===== src/hw/rtl/gfp_pkg.sv =====
`timescale 1ns / 1ps
// ----------------------------------------------------------------------------
// gfp_pkg
// Shared types and constants for the gyro frame parser.
// ----------------------------------------------------------------------------
package gfp_pkg;

    localparam logic [7:0]  HDR_BYTE = 8'hFF;
    localparam logic [15:0] CK_BIAS  = 16'hFFFF;

    localparam logic STATUS_OK     = 1'b0;
    localparam logic STATUS_CK_ERR = 1'b1;

    typedef struct packed {
        logic signed [15:0] rate_hundredths;
        logic signed [15:0] angle_hundredths;
        logic               frame_status;
    } gfp_result_t;

endpackage


===== src/hw/rtl/gfp_framer.sv =====
`timescale 1ns / 1ps
// ----------------------------------------------------------------------------
// gfp_framer
// Header hunt, payload capture and checksum check, one byte per beat.
// ----------------------------------------------------------------------------
module gfp_framer
(
    input  logic                 clk,
    input  logic                 rst_n,
    input  logic                 byte_accept,
    input  logic [7:0]           rx_byte,
    output logic                 res_valid,
    output gfp_pkg::gfp_result_t res_data
);
    import gfp_pkg::*;

    typedef enum logic [2:0] {
        PH_HUNT0 = 3'd0,
        PH_HUNT1 = 3'd1,
        PH_D0    = 3'd2,
        PH_D1    = 3'd3,
        PH_D2    = 3'd4,
        PH_D3    = 3'd5,
        PH_D4    = 3'd6,
        PH_D5    = 3'd7
    } phase_t;

    phase_t      phase_reg;
    phase_t      phase_next;
    logic [7:0]  payload_reg [5];
    logic [15:0] rate_w;
    logic [15:0] angle_w;
    logic [15:0] sum_w;
    logic [15:0] got_w;

    always_comb
    begin
        phase_next = phase_reg;
        case (phase_reg)
            PH_HUNT0: phase_next = (rx_byte == HDR_BYTE) ? PH_HUNT1 : PH_HUNT0;
            PH_HUNT1: phase_next = (rx_byte == HDR_BYTE) ? PH_D0 : PH_HUNT0;
            PH_D0:    phase_next = PH_D1;
            PH_D1:    phase_next = PH_D2;
            PH_D2:    phase_next = PH_D3;
            PH_D3:    phase_next = PH_D4;
            PH_D4:    phase_next = PH_D5;
            PH_D5:    phase_next = PH_HUNT0;
            default:  phase_next = PH_HUNT0;
        endcase
    end

    always_ff @(posedge clk or negedge rst_n)
    begin
        if (!rst_n)
        begin
            phase_reg <= PH_HUNT0;
        end
        else if (byte_accept)
        begin
            phase_reg <= phase_next;
        end
    end

    // capture payload bytes 0..4
    always_ff @(posedge clk)
    begin
        if (byte_accept)
        begin
            case (phase_reg)
                PH_D0:   payload_reg[0] <= rx_byte;
                PH_D1:   payload_reg[1] <= rx_byte;
                PH_D2:   payload_reg[2] <= rx_byte;
                PH_D3:   payload_reg[3] <= rx_byte;
                PH_D4:   payload_reg[4] <= rx_byte;
                default: ;
            endcase
        end
    end

    always_comb
    begin
        rate_w  = {payload_reg[1], payload_reg[0]};
        angle_w = {payload_reg[3], payload_reg[2]};
        sum_w   = CK_BIAS + rate_w + angle_w;
        got_w   = {rx_byte, payload_reg[4]};

        res_valid                 = byte_accept && (phase_reg == PH_D5);
        res_data.rate_hundredths  = signed'(rate_w);
        res_data.angle_hundredths = signed'(angle_w);
        res_data.frame_status     = (sum_w == got_w) ? STATUS_OK : STATUS_CK_ERR;
    end

endmodule


===== src/hw/rtl/gfp_out_stage.sv =====
`timescale 1ns / 1ps
// ----------------------------------------------------------------------------
// gfp_out_stage
// Result register with a one-entry skid buffer toward the output channel.
// ----------------------------------------------------------------------------
module gfp_out_stage
(
    input  logic                 clk,
    input  logic                 rst_n,
    input  logic                 res_valid,
    input  gfp_pkg::gfp_result_t res_data,
    output logic                 skid_full,
    output logic                 out_valid,
    input  logic                 out_stall,
    output gfp_pkg::gfp_result_t out_data
);
    import gfp_pkg::*;

    logic        main_valid_reg;
    logic        skid_valid_reg;
    gfp_result_t main_reg;
    gfp_result_t skid_reg;
    logic        main_free;

    assign main_free = !main_valid_reg || !out_stall;

    always_ff @(posedge clk or negedge rst_n)
    begin
        if (!rst_n)
        begin
            main_valid_reg <= 1'b0;
            skid_valid_reg <= 1'b0;
        end
        else if (main_free)
        begin
            main_valid_reg <= skid_valid_reg || res_valid;
            skid_valid_reg <= 1'b0;
        end
        else if (res_valid)
        begin
            skid_valid_reg <= 1'b1;
        end
    end

    always_ff @(posedge clk)
    begin
        if (main_free)
        begin
            main_reg <= skid_valid_reg ? skid_reg : res_data;
        end
        else if (res_valid)
        begin
            skid_reg <= res_data;
        end
    end

    assign skid_full = skid_valid_reg;
    assign out_valid = main_valid_reg;
    assign out_data  = main_reg;

endmodule


===== src/hw/rtl/gyro_frame_parser_top.sv =====
`timescale 1ns / 1ps
// ----------------------------------------------------------------------------
// gyro_frame_parser_top
// Gyro serial frame parser: hunts 0xFF 0xFF, collects six payload bytes,
// reports rate, angle and checksum status for every frame.
// ----------------------------------------------------------------------------
//  channel | handshake                     | payload
//  --------+-------------------------------+-------------------------------------
//  input   | in_valid / in_stall (driven)  | rx_byte[7:0]
//  output  | out_valid / out_stall (taken) | rate_hundredths, angle_hundredths,
//          |                               | frame_status
//
//  One byte is taken every cycle while in_stall is low; a frame's result is
//  registered with its eighth byte, or held in the skid entry if output stalls.
//  Reset returns the parser to the header hunt and empties the output stage.
//  in_stall rises only while the skid entry holds a result behind a stalled
//  output register.
// ----------------------------------------------------------------------------
module gyro_frame_parser_top
(
    input  logic               clk,
    input  logic               rst_n,
    input  logic               in_valid,
    output logic               in_stall,
    input  logic [7:0]         rx_byte,
    output logic               out_valid,
    input  logic               out_stall,
    output logic signed [15:0] rate_hundredths,
    output logic signed [15:0] angle_hundredths,
    output logic               frame_status
);
    import gfp_pkg::*;

    logic        byte_accept;
    logic        res_valid;
    logic        skid_full;
    gfp_result_t res_data;
    gfp_result_t out_data;

    assign in_stall    = skid_full;
    assign byte_accept = in_valid && !skid_full;

    gfp_framer u_framer
    (
        .clk         (clk),
        .rst_n       (rst_n),
        .byte_accept (byte_accept),
        .rx_byte     (rx_byte),
        .res_valid   (res_valid),
        .res_data    (res_data)
    );

    gfp_out_stage u_out_stage
    (
        .clk       (clk),
        .rst_n     (rst_n),
        .res_valid (res_valid),
        .res_data  (res_data),
        .skid_full (skid_full),
        .out_valid (out_valid),
        .out_stall (out_stall),
        .out_data  (out_data)
    );

    assign rate_hundredths  = out_data.rate_hundredths;
    assign angle_hundredths = out_data.angle_hundredths;
    assign frame_status     = out_data.frame_status;

endmodule

===== config.mk =====
export PLATFORM = sky130hd
export DESIGN_NAME = gyro_frame_parser_top
export DESIGN_NICKNAME = d
export VERILOG_FILES = /design/src/hw/rtl/gfp_pkg.sv /design/src/hw/rtl/gfp_framer.sv /design/src/hw/rtl/gfp_out_stage.sv /design/src/hw/rtl/gyro_frame_parser_top.sv
export SDC_FILE = /design/constraint.sdc
export NUM_CORES = 1
export LEC_CHECK = 0
export BUFFER_PORTS_ARGS = -buffer_cell sky130_fd_sc_hd__buf_2
export CORE_MARGIN = 2
export CORE_UTILIZATION = 59
export CTS_CLUSTER_SIZE = 12
export DETAILED_ROUTE_END_ITERATION = 8
export PLACE_DENSITY = 0.76
export SYNTH_ARGS = -nofsm -noshare
export SYNTH_HDL_FRONTEND = slang
export SYNTH_SLANG_ARGS = --single-unit

===== constraint.sdc =====
create_clock -name clk -period 4.4 [get_ports clk]
set_input_delay 0.88 -clock clk [delete_from_list [all_inputs] [get_ports clk]]
set_output_delay 0.88 -clock clk [all_outputs]
set_load 0.05 [all_outputs]

# Word-level counts from Yosys, hierarchy flattened
# Memory sizes are Yosys's and may differ from the RTL's.
# Cells that the tools add are included.
# op_classes
bitwise_logic	1
reduce_logical	14
eq_ne	9
addsub	2
muxes	34
# ops
cell	n
33-bit two-way mux	1
8-bit two-way mux	4
8-bit OR reduction	4
3-bit one-hot mux with 8 select lines	1
1-bit two-way mux	23
16-bit adder	1
16-bit adder (first input constant)	1
16-bit equality test	1
3-bit equality test (second input constant)	4
3-bit two-way mux	4
8-bit equality test (second input constant)	1
3-bit by 2-bit equality test with 1-bit output (second input constant)	2
3-bit by 1-bit equality test with 1-bit output (second input constant)	1
1-bit logical NOT	3
3-bit logical NOT	1
1-bit logical AND	2
1-bit logical OR	2
2-bit two-way mux	1
2-bit AND reduction	1
2-bit nonzero test	1
1-bit NOT	1
# totals
inputBits	12
regBits	71
n_memories	1
mem_bits_rw	40
wordCells	70
# mem_list
memory	words	width	read_ports	rd_ports_with_merged_regs	write_ports	line	rtl
u_framer.payload_reg	5	8	5	0	1	gfp_framer.sv:30	logic [7:0] payload_reg [5];

# Logic depth before layout (Yosys ltp)
# Gate-level depths: netlist of the first run.
# logic_depth
word_depth	9
ltp_mapped	12
mapped_depth_nobuf	12

# Hierarchy
# From an unflattened synthesis of the first run, not the netlist that was laid out.
# unflattened
hier_cells	360
hier_area_um2	5305.1
# modules_own_cells
mod	n_inst	area_per_inst_um2	cells_each
gfp_framer	1	2682.6	250
gfp_out_stage	1	2608.8	109
gyro_frame_parser_top	1	13.8	1

# Worst setup path after synthesis of the first run
# OpenSTA, ideal clock, no wires.
# synth_timing
kind	input to register
startpoint	input out_stall
endpoint	register u_out_stage.skid_reg[0] (netlist bit) (enable)
n_path_buf	0
setup_ns	0.464
arrival_ns	4.037
required_time_ns	3.936
stages	2
setup_slack_ns	-0.101
path_cell_list	nand2_1 > nor3_1
# synth_via
elab_chain_cells	4
# synth_rtl
item	line	rtl
start: declaration	gyro_frame_parser_top.sv:27	input logic out_stall,
1-bit logical NOT	gfp_out_stage.sv:25	assign main_free = !main_valid_reg || !out_stall;
1-bit logical OR	gfp_out_stage.sv:25	
1-bit NOT (no line)	n/a	
2-bit AND reduction (no line)	n/a	
end signal: assignment	gfp_out_stage.sv:53	skid_reg <= res_data;
end: declaration	gfp_out_stage.sv:22	gfp_result_t skid_reg;
# Every way passes these cells.
# A chain may end at the register's enable or synchronous reset.

==> impl_metrics.env, run 1 <==
export IMPL_hold_viol=0
export IMPL_totalWireLength_um=9260
export IMPL_critPathBufInv=2
export IMPL_numCtsBuffers=9
export IMPL_grt_pass1_wl_um=14700
export IMPL_period_needed_ps=3130
export IMPL_wl_per_cell_um=16.5
export IMPL_cpLargestDelayFamily="simple AND/OR/NAND/NOR gates"
export IMPL_start_util_pct=61.7
export IMPL_highest_signal_layer="met4"
export IMPL_cts_resized=0
export IMPL_grt_overflow=0
export IMPL_status="completed"
export IMPL_fmax_mhz=320
export IMPL_power_density_nw_per_um2=464
export IMPL_io_buffers=46
export IMPL_power_mw=2.64
export IMPL_cpMaxStageDelayCell="or4_4"
export IMPL_area_growth_pct=11.4
export IMPL_ys_types=49
export IMPL_worst_clock_skew_ps=16.9
export IMPL_slew_headroom_pct=32.9
export IMPL_io_pins=47
export IMPL_clk_pin_slew_ps=100
export IMPL_hp_class="in -> async"
export IMPL_grt_pass1_vias=2886
export IMPL_grt_max_degree=69
export IMPL_largest_reg_flops=40
export IMPL_root_buffer="clkbuf_8"
export IMPL_setup_tns_ps=0
export IMPL_drt_met1_wl_um=4380
export IMPL_synth_warnings=0
export IMPL_fin_ws_ps=1270
export IMPL_drcViolationCount=0
export IMPL_vdd_drop_max_mv=0.277
export IMPL_antenna_found_initial=0
export IMPL_core_area_um2=8300
export IMPL_cts_tree="yes"
export IMPL_slowest_delay_ps=530
export IMPL_synth_top_cell_area_share_pct=62.2
export IMPL_critPathLaunchType="flop"
export IMPL_synth_nets=443
export IMPL_setup_violations=0
export IMPL_postSynth_asyncResetShare_pct=4.50
export IMPL_dp_hpwl_um=6440
export IMPL_synth_avg_cell_area_um2=12.8
export IMPL_synth_area_leaders="edfxtp_1, ha_1, inv_1"
export IMPL_crit_chain="inv_1 -> ha_1 -> inv_1 -> ha_1 -> fa_1 -> a21o_1 -> nand4_1 -> nand3_1 -> xnor2_1 -> or4_4 -> nor3_2 -> nand4b_1"
export IMPL_drive_above_1_share_pct=16.8
export IMPL_rsz0062_at_grt="no"
export IMPL_layout_commonest_cell="edfxtp_1"
export IMPL_grt_usage_pct=20.2
export IMPL_ant_nets=0
export IMPL_whs_ps=308
export IMPL_yosysTopAreaCell="edfxtp_1"
export IMPL_dr_total_vias=3053
export IMPL_required_ps=4500
export IMPL_clockBufferDepth=2
export IMPL_nets=495
export IMPL_synth_edff_count=106
export IMPL_placed_cell_area_um2=5490
export IMPL_dr_pass1_iters=4
export IMPL_met3_length_um=416
export IMPL_insertion_delay_ps=360
export IMPL_dieWidth_um=97.2
export IMPL_netlist_instances=401
export IMPL_maxCapViolCount=0
export IMPL_p_leak_nw=2.26
export IMPL_drt_initial_drc_count=189
export IMPL_via_per_inst=5.42
export IMPL_worstMarginPinSlew_ps=1010
export IMPL_fin_crit_sh_pct=71.1
export IMPL_place_gp_congestion=0.890
export IMPL_post_cts_setup_buffer_count=0
export IMPL_drv_slew=0
export IMPL_clock_sinks=111
export IMPL_n_antenna_cell=0
export IMPL_cts_htree_levels=3
export IMPL_die_h_um=97.2
export IMPL_ys_flop_type="edfxtp_1"
export IMPL_dp_slack_ps=1290
export IMPL_crit_type="reg -> reg"
export IMPL_synth_area_um2=5120
export IMPL_endpoint_kind="flop"
export IMPL_crit_fanout=3
export IMPL_final_cell_mix="edfxtp_1, inv_1, buf_2, nand2_1, o21ai_0"
export IMPL_fp_row_count=33
export IMPL_synth_seq_cells=111
export IMPL_crit_arrival_ps=3230
export IMPL_routed_wl_met2_um=4320
export IMPL_hold_buffers=0
export IMPL_final_area_um2=5700
export IMPL_die_area_um2=9440
export IMPL_ys_seq_area_share_pct=64.6
## layer usage
layer,track usage [%],vias to the layer above
met2,32.1,72
li1,-,1522
met5,0,-
met4,5.74,0
met3,3.45,15
met1,29.0,1444
## final timing paths
kind                            cells after the start                   startpoint  slack (ps)                  endpoint
worst max-delay path                               12  u_framer.payload_reg[0][17]        1270   u_out_stage.skid_reg[0]
worst min-delay path                                1                        rst_n         310     u_out_stage.skid_full
worst max register to register                     12  u_framer.payload_reg[0][17]        1270   u_out_stage.skid_reg[0]
worst min register to register                      0  u_framer.payload_reg[0][12]         460  u_out_stage.skid_reg[29]
max in group asynchronous                           1                        rst_n        3950     u_framer.phase_reg[2]
min in group clk                                    0  u_framer.payload_reg[0][12]         460  u_out_stage.skid_reg[29]
## logic make-up (layout without fill, tap and decap cells)
kind of cell	Yosys count	in the layout	share of synthesized area, %
flip-flops	111	111	64.6
AO/OA/AOI/OAI	64	64	7.60
multiplexers	5	5	1.05
AND/OR/NAND/NOR	97	97	9.53
adder cells (fa/ha/maj)	30	30	7.48
buffers and inverters	69	126	5.08
XOR/XNOR	25	25	4.64
## where the power goes
group          switching [mW]  internal, mW  leakage [nW]  total [mW]
clock network           0.339         0.322         0.108       0.662
registers              0.0409          1.26          1.07        1.30
logic                   0.447         0.236          1.09       0.683
## Yosys cell counts (2+ instances only)
cell / number
clkbuf_1: 6
mux2i_1: 2
nor3_1: 3
nand3_1: 8
nand2_1: 42
nand4_1: 5
mux2_2: 2
o21bai_1: 4
ha_1: 29
a21o_1: 2
nand2b_1: 6
o21ai_0: 33
a31oi_1: 2
nor2_1: 11
dfrtp_1: 5
a21oi_1: 12
and3_1: 2
xnor2_1: 14
nor4_1: 5
nor2b_1: 3
inv_1: 61
nor3b_1: 3
edfxtp_1: 106
xor2_1: 10
## cell type report
| class | count | area [µm²] |
|---|---|---|
| clock buffers | 9 | 124 |
| clock inverters | 7 | 93.8 |
| fillers | 594 | 2600 |
| inverters | 61 | 229 |
| multi-input cells | 221 | 1560 |
| flip-flops and latches | 111 | 3310 |
| well taps | 105 | 131 |
| repair buffers | 49 | 253 |
## through the flow
stage	util, %	instances
6_report	68.7	563
3_5_place_dp	66.1	547
4_1_cts	68.7	563
3_3_place_gp	66.1	547
5_1_grt	68.7	563
2_1_floorplan	-	401
No activity file was read; power rests on OpenSTA's default activity.
==> inputs of run 2 (changes only) <==
--- a/config.mk
+++ b/config.mk
@@ -7,10 +7,10 @@
 export LEC_CHECK = 0
 export BUFFER_PORTS_ARGS = -buffer_cell sky130_fd_sc_hd__buf_2
 export CORE_MARGIN = 2
-export CORE_UTILIZATION = 59
+export CORE_UTILIZATION = 53
 export CTS_CLUSTER_SIZE = 12
 export DETAILED_ROUTE_END_ITERATION = 8
-export PLACE_DENSITY = 0.76
+export PLACE_DENSITY = 0.72
 export SYNTH_ARGS = -nofsm -noshare
 export SYNTH_HDL_FRONTEND = slang
 export SYNTH_SLANG_ARGS = --single-unit
==> constraint.sdc (replaced) <==
create_clock -name clk -period 2.6 [get_ports clk]
set_input_delay 0.52 -clock clk [delete_from_list [all_inputs] [get_ports clk]]
set_output_delay 0.52 -clock clk [all_outputs]
set_load 0.05 [all_outputs]
==> impl_metrics.env, run 2 (synthesis results as in run 1) <==
export IMPL_required_ps=2710
export IMPL_area_growth_pct=22.4
export IMPL_busiest_layer="met2"
export IMPL_worst_clock_skew_ps=10.2
export IMPL_drcViolationCount=0
export IMPL_clock_sinks=111
export IMPL_dp_cells=625
export IMPL_core_area_um2=9330
export IMPL_grt_usage_pct=20.3
export IMPL_power_mw=4.73
export IMPL_io_buffers=46
export IMPL_status="finished, violations left"
export IMPL_antenna_found_initial=0
export IMPL_setup_violations=2
export IMPL_nets=557
export IMPL_dieWidth_um=102
export IMPL_p_switching_mw=1.49
export IMPL_dp_hpwl_um=6970
export IMPL_rsz0062_at_grt="yes"
export IMPL_p_leak_nw=2.57
export IMPL_numCtsBuffers=9
export IMPL_drt_initial_drc_count=158
export IMPL_root_buffer="clkbuf_8"
export IMPL_io_pins=47
export IMPL_p_int_mw=3.24
export IMPL_use_met1_pct=24.3
export IMPL_dr_pass1_iters=4
export IMPL_insertion_delay_ps=370
export IMPL_final_cell_mix="edfxtp_1, buf_4, inv_1, buf_2, nand2_1"
export IMPL_rr_startpoint="u_framer.payload_reg[0][17]"
export IMPL_drv_slew=0
export IMPL_hp_class="in -> reg"
export IMPL_largest_reg_flops=40
export IMPL_dr_total_vias=3345
export IMPL_period_needed_ps=2890
export IMPL_grt_overflow=0
export IMPL_worstMarginPinSlew_ps=629
export IMPL_die_area_um2=10500
export IMPL_slew_headroom_pct=57.9
export IMPL_grt_pass1_wl_um=15700
export IMPL_crit_arrival_ps=3000
export IMPL_die_h_um=102
export IMPL_crit_fanout=2
export IMPL_power_density_nw_per_um2=754
export IMPL_n_antenna_cell=0
export IMPL_fin_crit_sh_pct=111
export IMPL_grt_pass1_vias=3320
export IMPL_drive_above_1_share_pct=29.0
export IMPL_grt_use_met2_pct=34.9
export IMPL_fin_ws_ps=-290
export IMPL_ant_nets=0
export IMPL_grtUsageMet3_pct=5.20
export IMPL_cts_htree_levels=3
export IMPL_fmax_mhz=346
export IMPL_wl_per_cell_um=15.4
export IMPL_dp_slack_ps=-405
export IMPL_via_per_inst=5.15
export IMPL_finalNonFillerCells=649
export IMPL_hold_viol=0
export IMPL_critPathLaunchType="flop"
export IMPL_cts_tree="yes"
export IMPL_grt_max_degree=68
export IMPL_clk_pin_slew_ps=100
export IMPL_comb_power_share_pct=30.5
export IMPL_maxCapViolCount=0
export IMPL_hold_start="rx_byte[0]"
export IMPL_fp_row_count=35
export IMPL_clockBufferDepth=2
export IMPL_crit_start="u_framer.payload_reg[0][17]"
export IMPL_layout_commonest_cell="edfxtp_1"
export IMPL_totalWireLength_um=10000
export IMPL_netSwitchingFraction_pct=31.5
export IMPL_place_gp_congestion=0.888
export IMPL_endpoint_kind="flop"
export IMPL_start_util_pct=54.9
export IMPL_violations="setup timing"
export IMPL_crit_type="reg -> reg"
export IMPL_vdd_drop_max_mv=0.453
export IMPL_sequentialPowerShare_pct=46.5
export IMPL_p_clk_share_pct=22.9
export IMPL_whs_ps=446
-- run 2: area by class of cell --
class	instances	area, µm²
Clock inverter	5	65.1
Fill cell	676	3060
Multi-Input combinational cell	221	1630
Tap cell	129	161
Sequential cell	111	3310
Timing Repair Buffer	111	721
Inverter	61	229
Clock buffer	11	151
-- run 2: stage by stage --
stage	util [%]	TNS, ps	cell area [µm²]
after floorplan	-	-395	5140
after global placement	63.6	-545	5930
after detailed placement	63.6	-776	5930
after CTS	66.3	-627	6190
after global routing	67.2	-810	6270
final	67.2	-541	6270
-- run 2: power groups by stage --
stage               Combinational [mW]  Sequential [mW]  Clock (mW)
CTS                               1.39             2.20        1.10
detailed placement                1.35             2.24           0
global placement                  1.31             2.23           0
finish                            1.44             2.20        1.08
floorplan                        0.679             2.45           0
global route                      1.57             2.22        1.15
-- run 2: worst max-delay path: stages (launching register included) --
cell and delay (ps):
edfxtp_1 410, inv_2 100, ha_4 200, inv_2 60
ha_4 130, fa_2 430, xor2_1 160, a2111oi_2 210
nand3_1 130, or4_4 530, nor3_4 140, nand4b_1 120
-- run 2: worst paths after layout --
path	to	slack, ps	cells past startpoint
min	u_framer.payload_reg[0][0]	450	1
max in group asynchronous	u_out_stage.skid_full	1970	2
max reg2reg	u_out_stage.skid_reg[0]	-290	11
min in group asynchronous	u_out_stage.out_valid	480	2
max	u_out_stage.skid_reg[0]	-290	11
min reg2reg	u_out_stage.skid_reg[3]	460	0
-- run 2: what timing repair did --
action,4_1_cts,5_1_grt
setup buffers,3,4
pin swaps,4,3
hold buffers,1,0
setup endpoints to repair,2,2
endpoints found under the hold margin,5,0
resized for setup,2,9
-- run 2: routing by layer --
layer / wire length (µm) / share of wire (%)
met1: 4090 / 41
met2: 5090 / 51
met3: 561 / 5.6
met4: 276 / 2.8
met5: 0 / 0
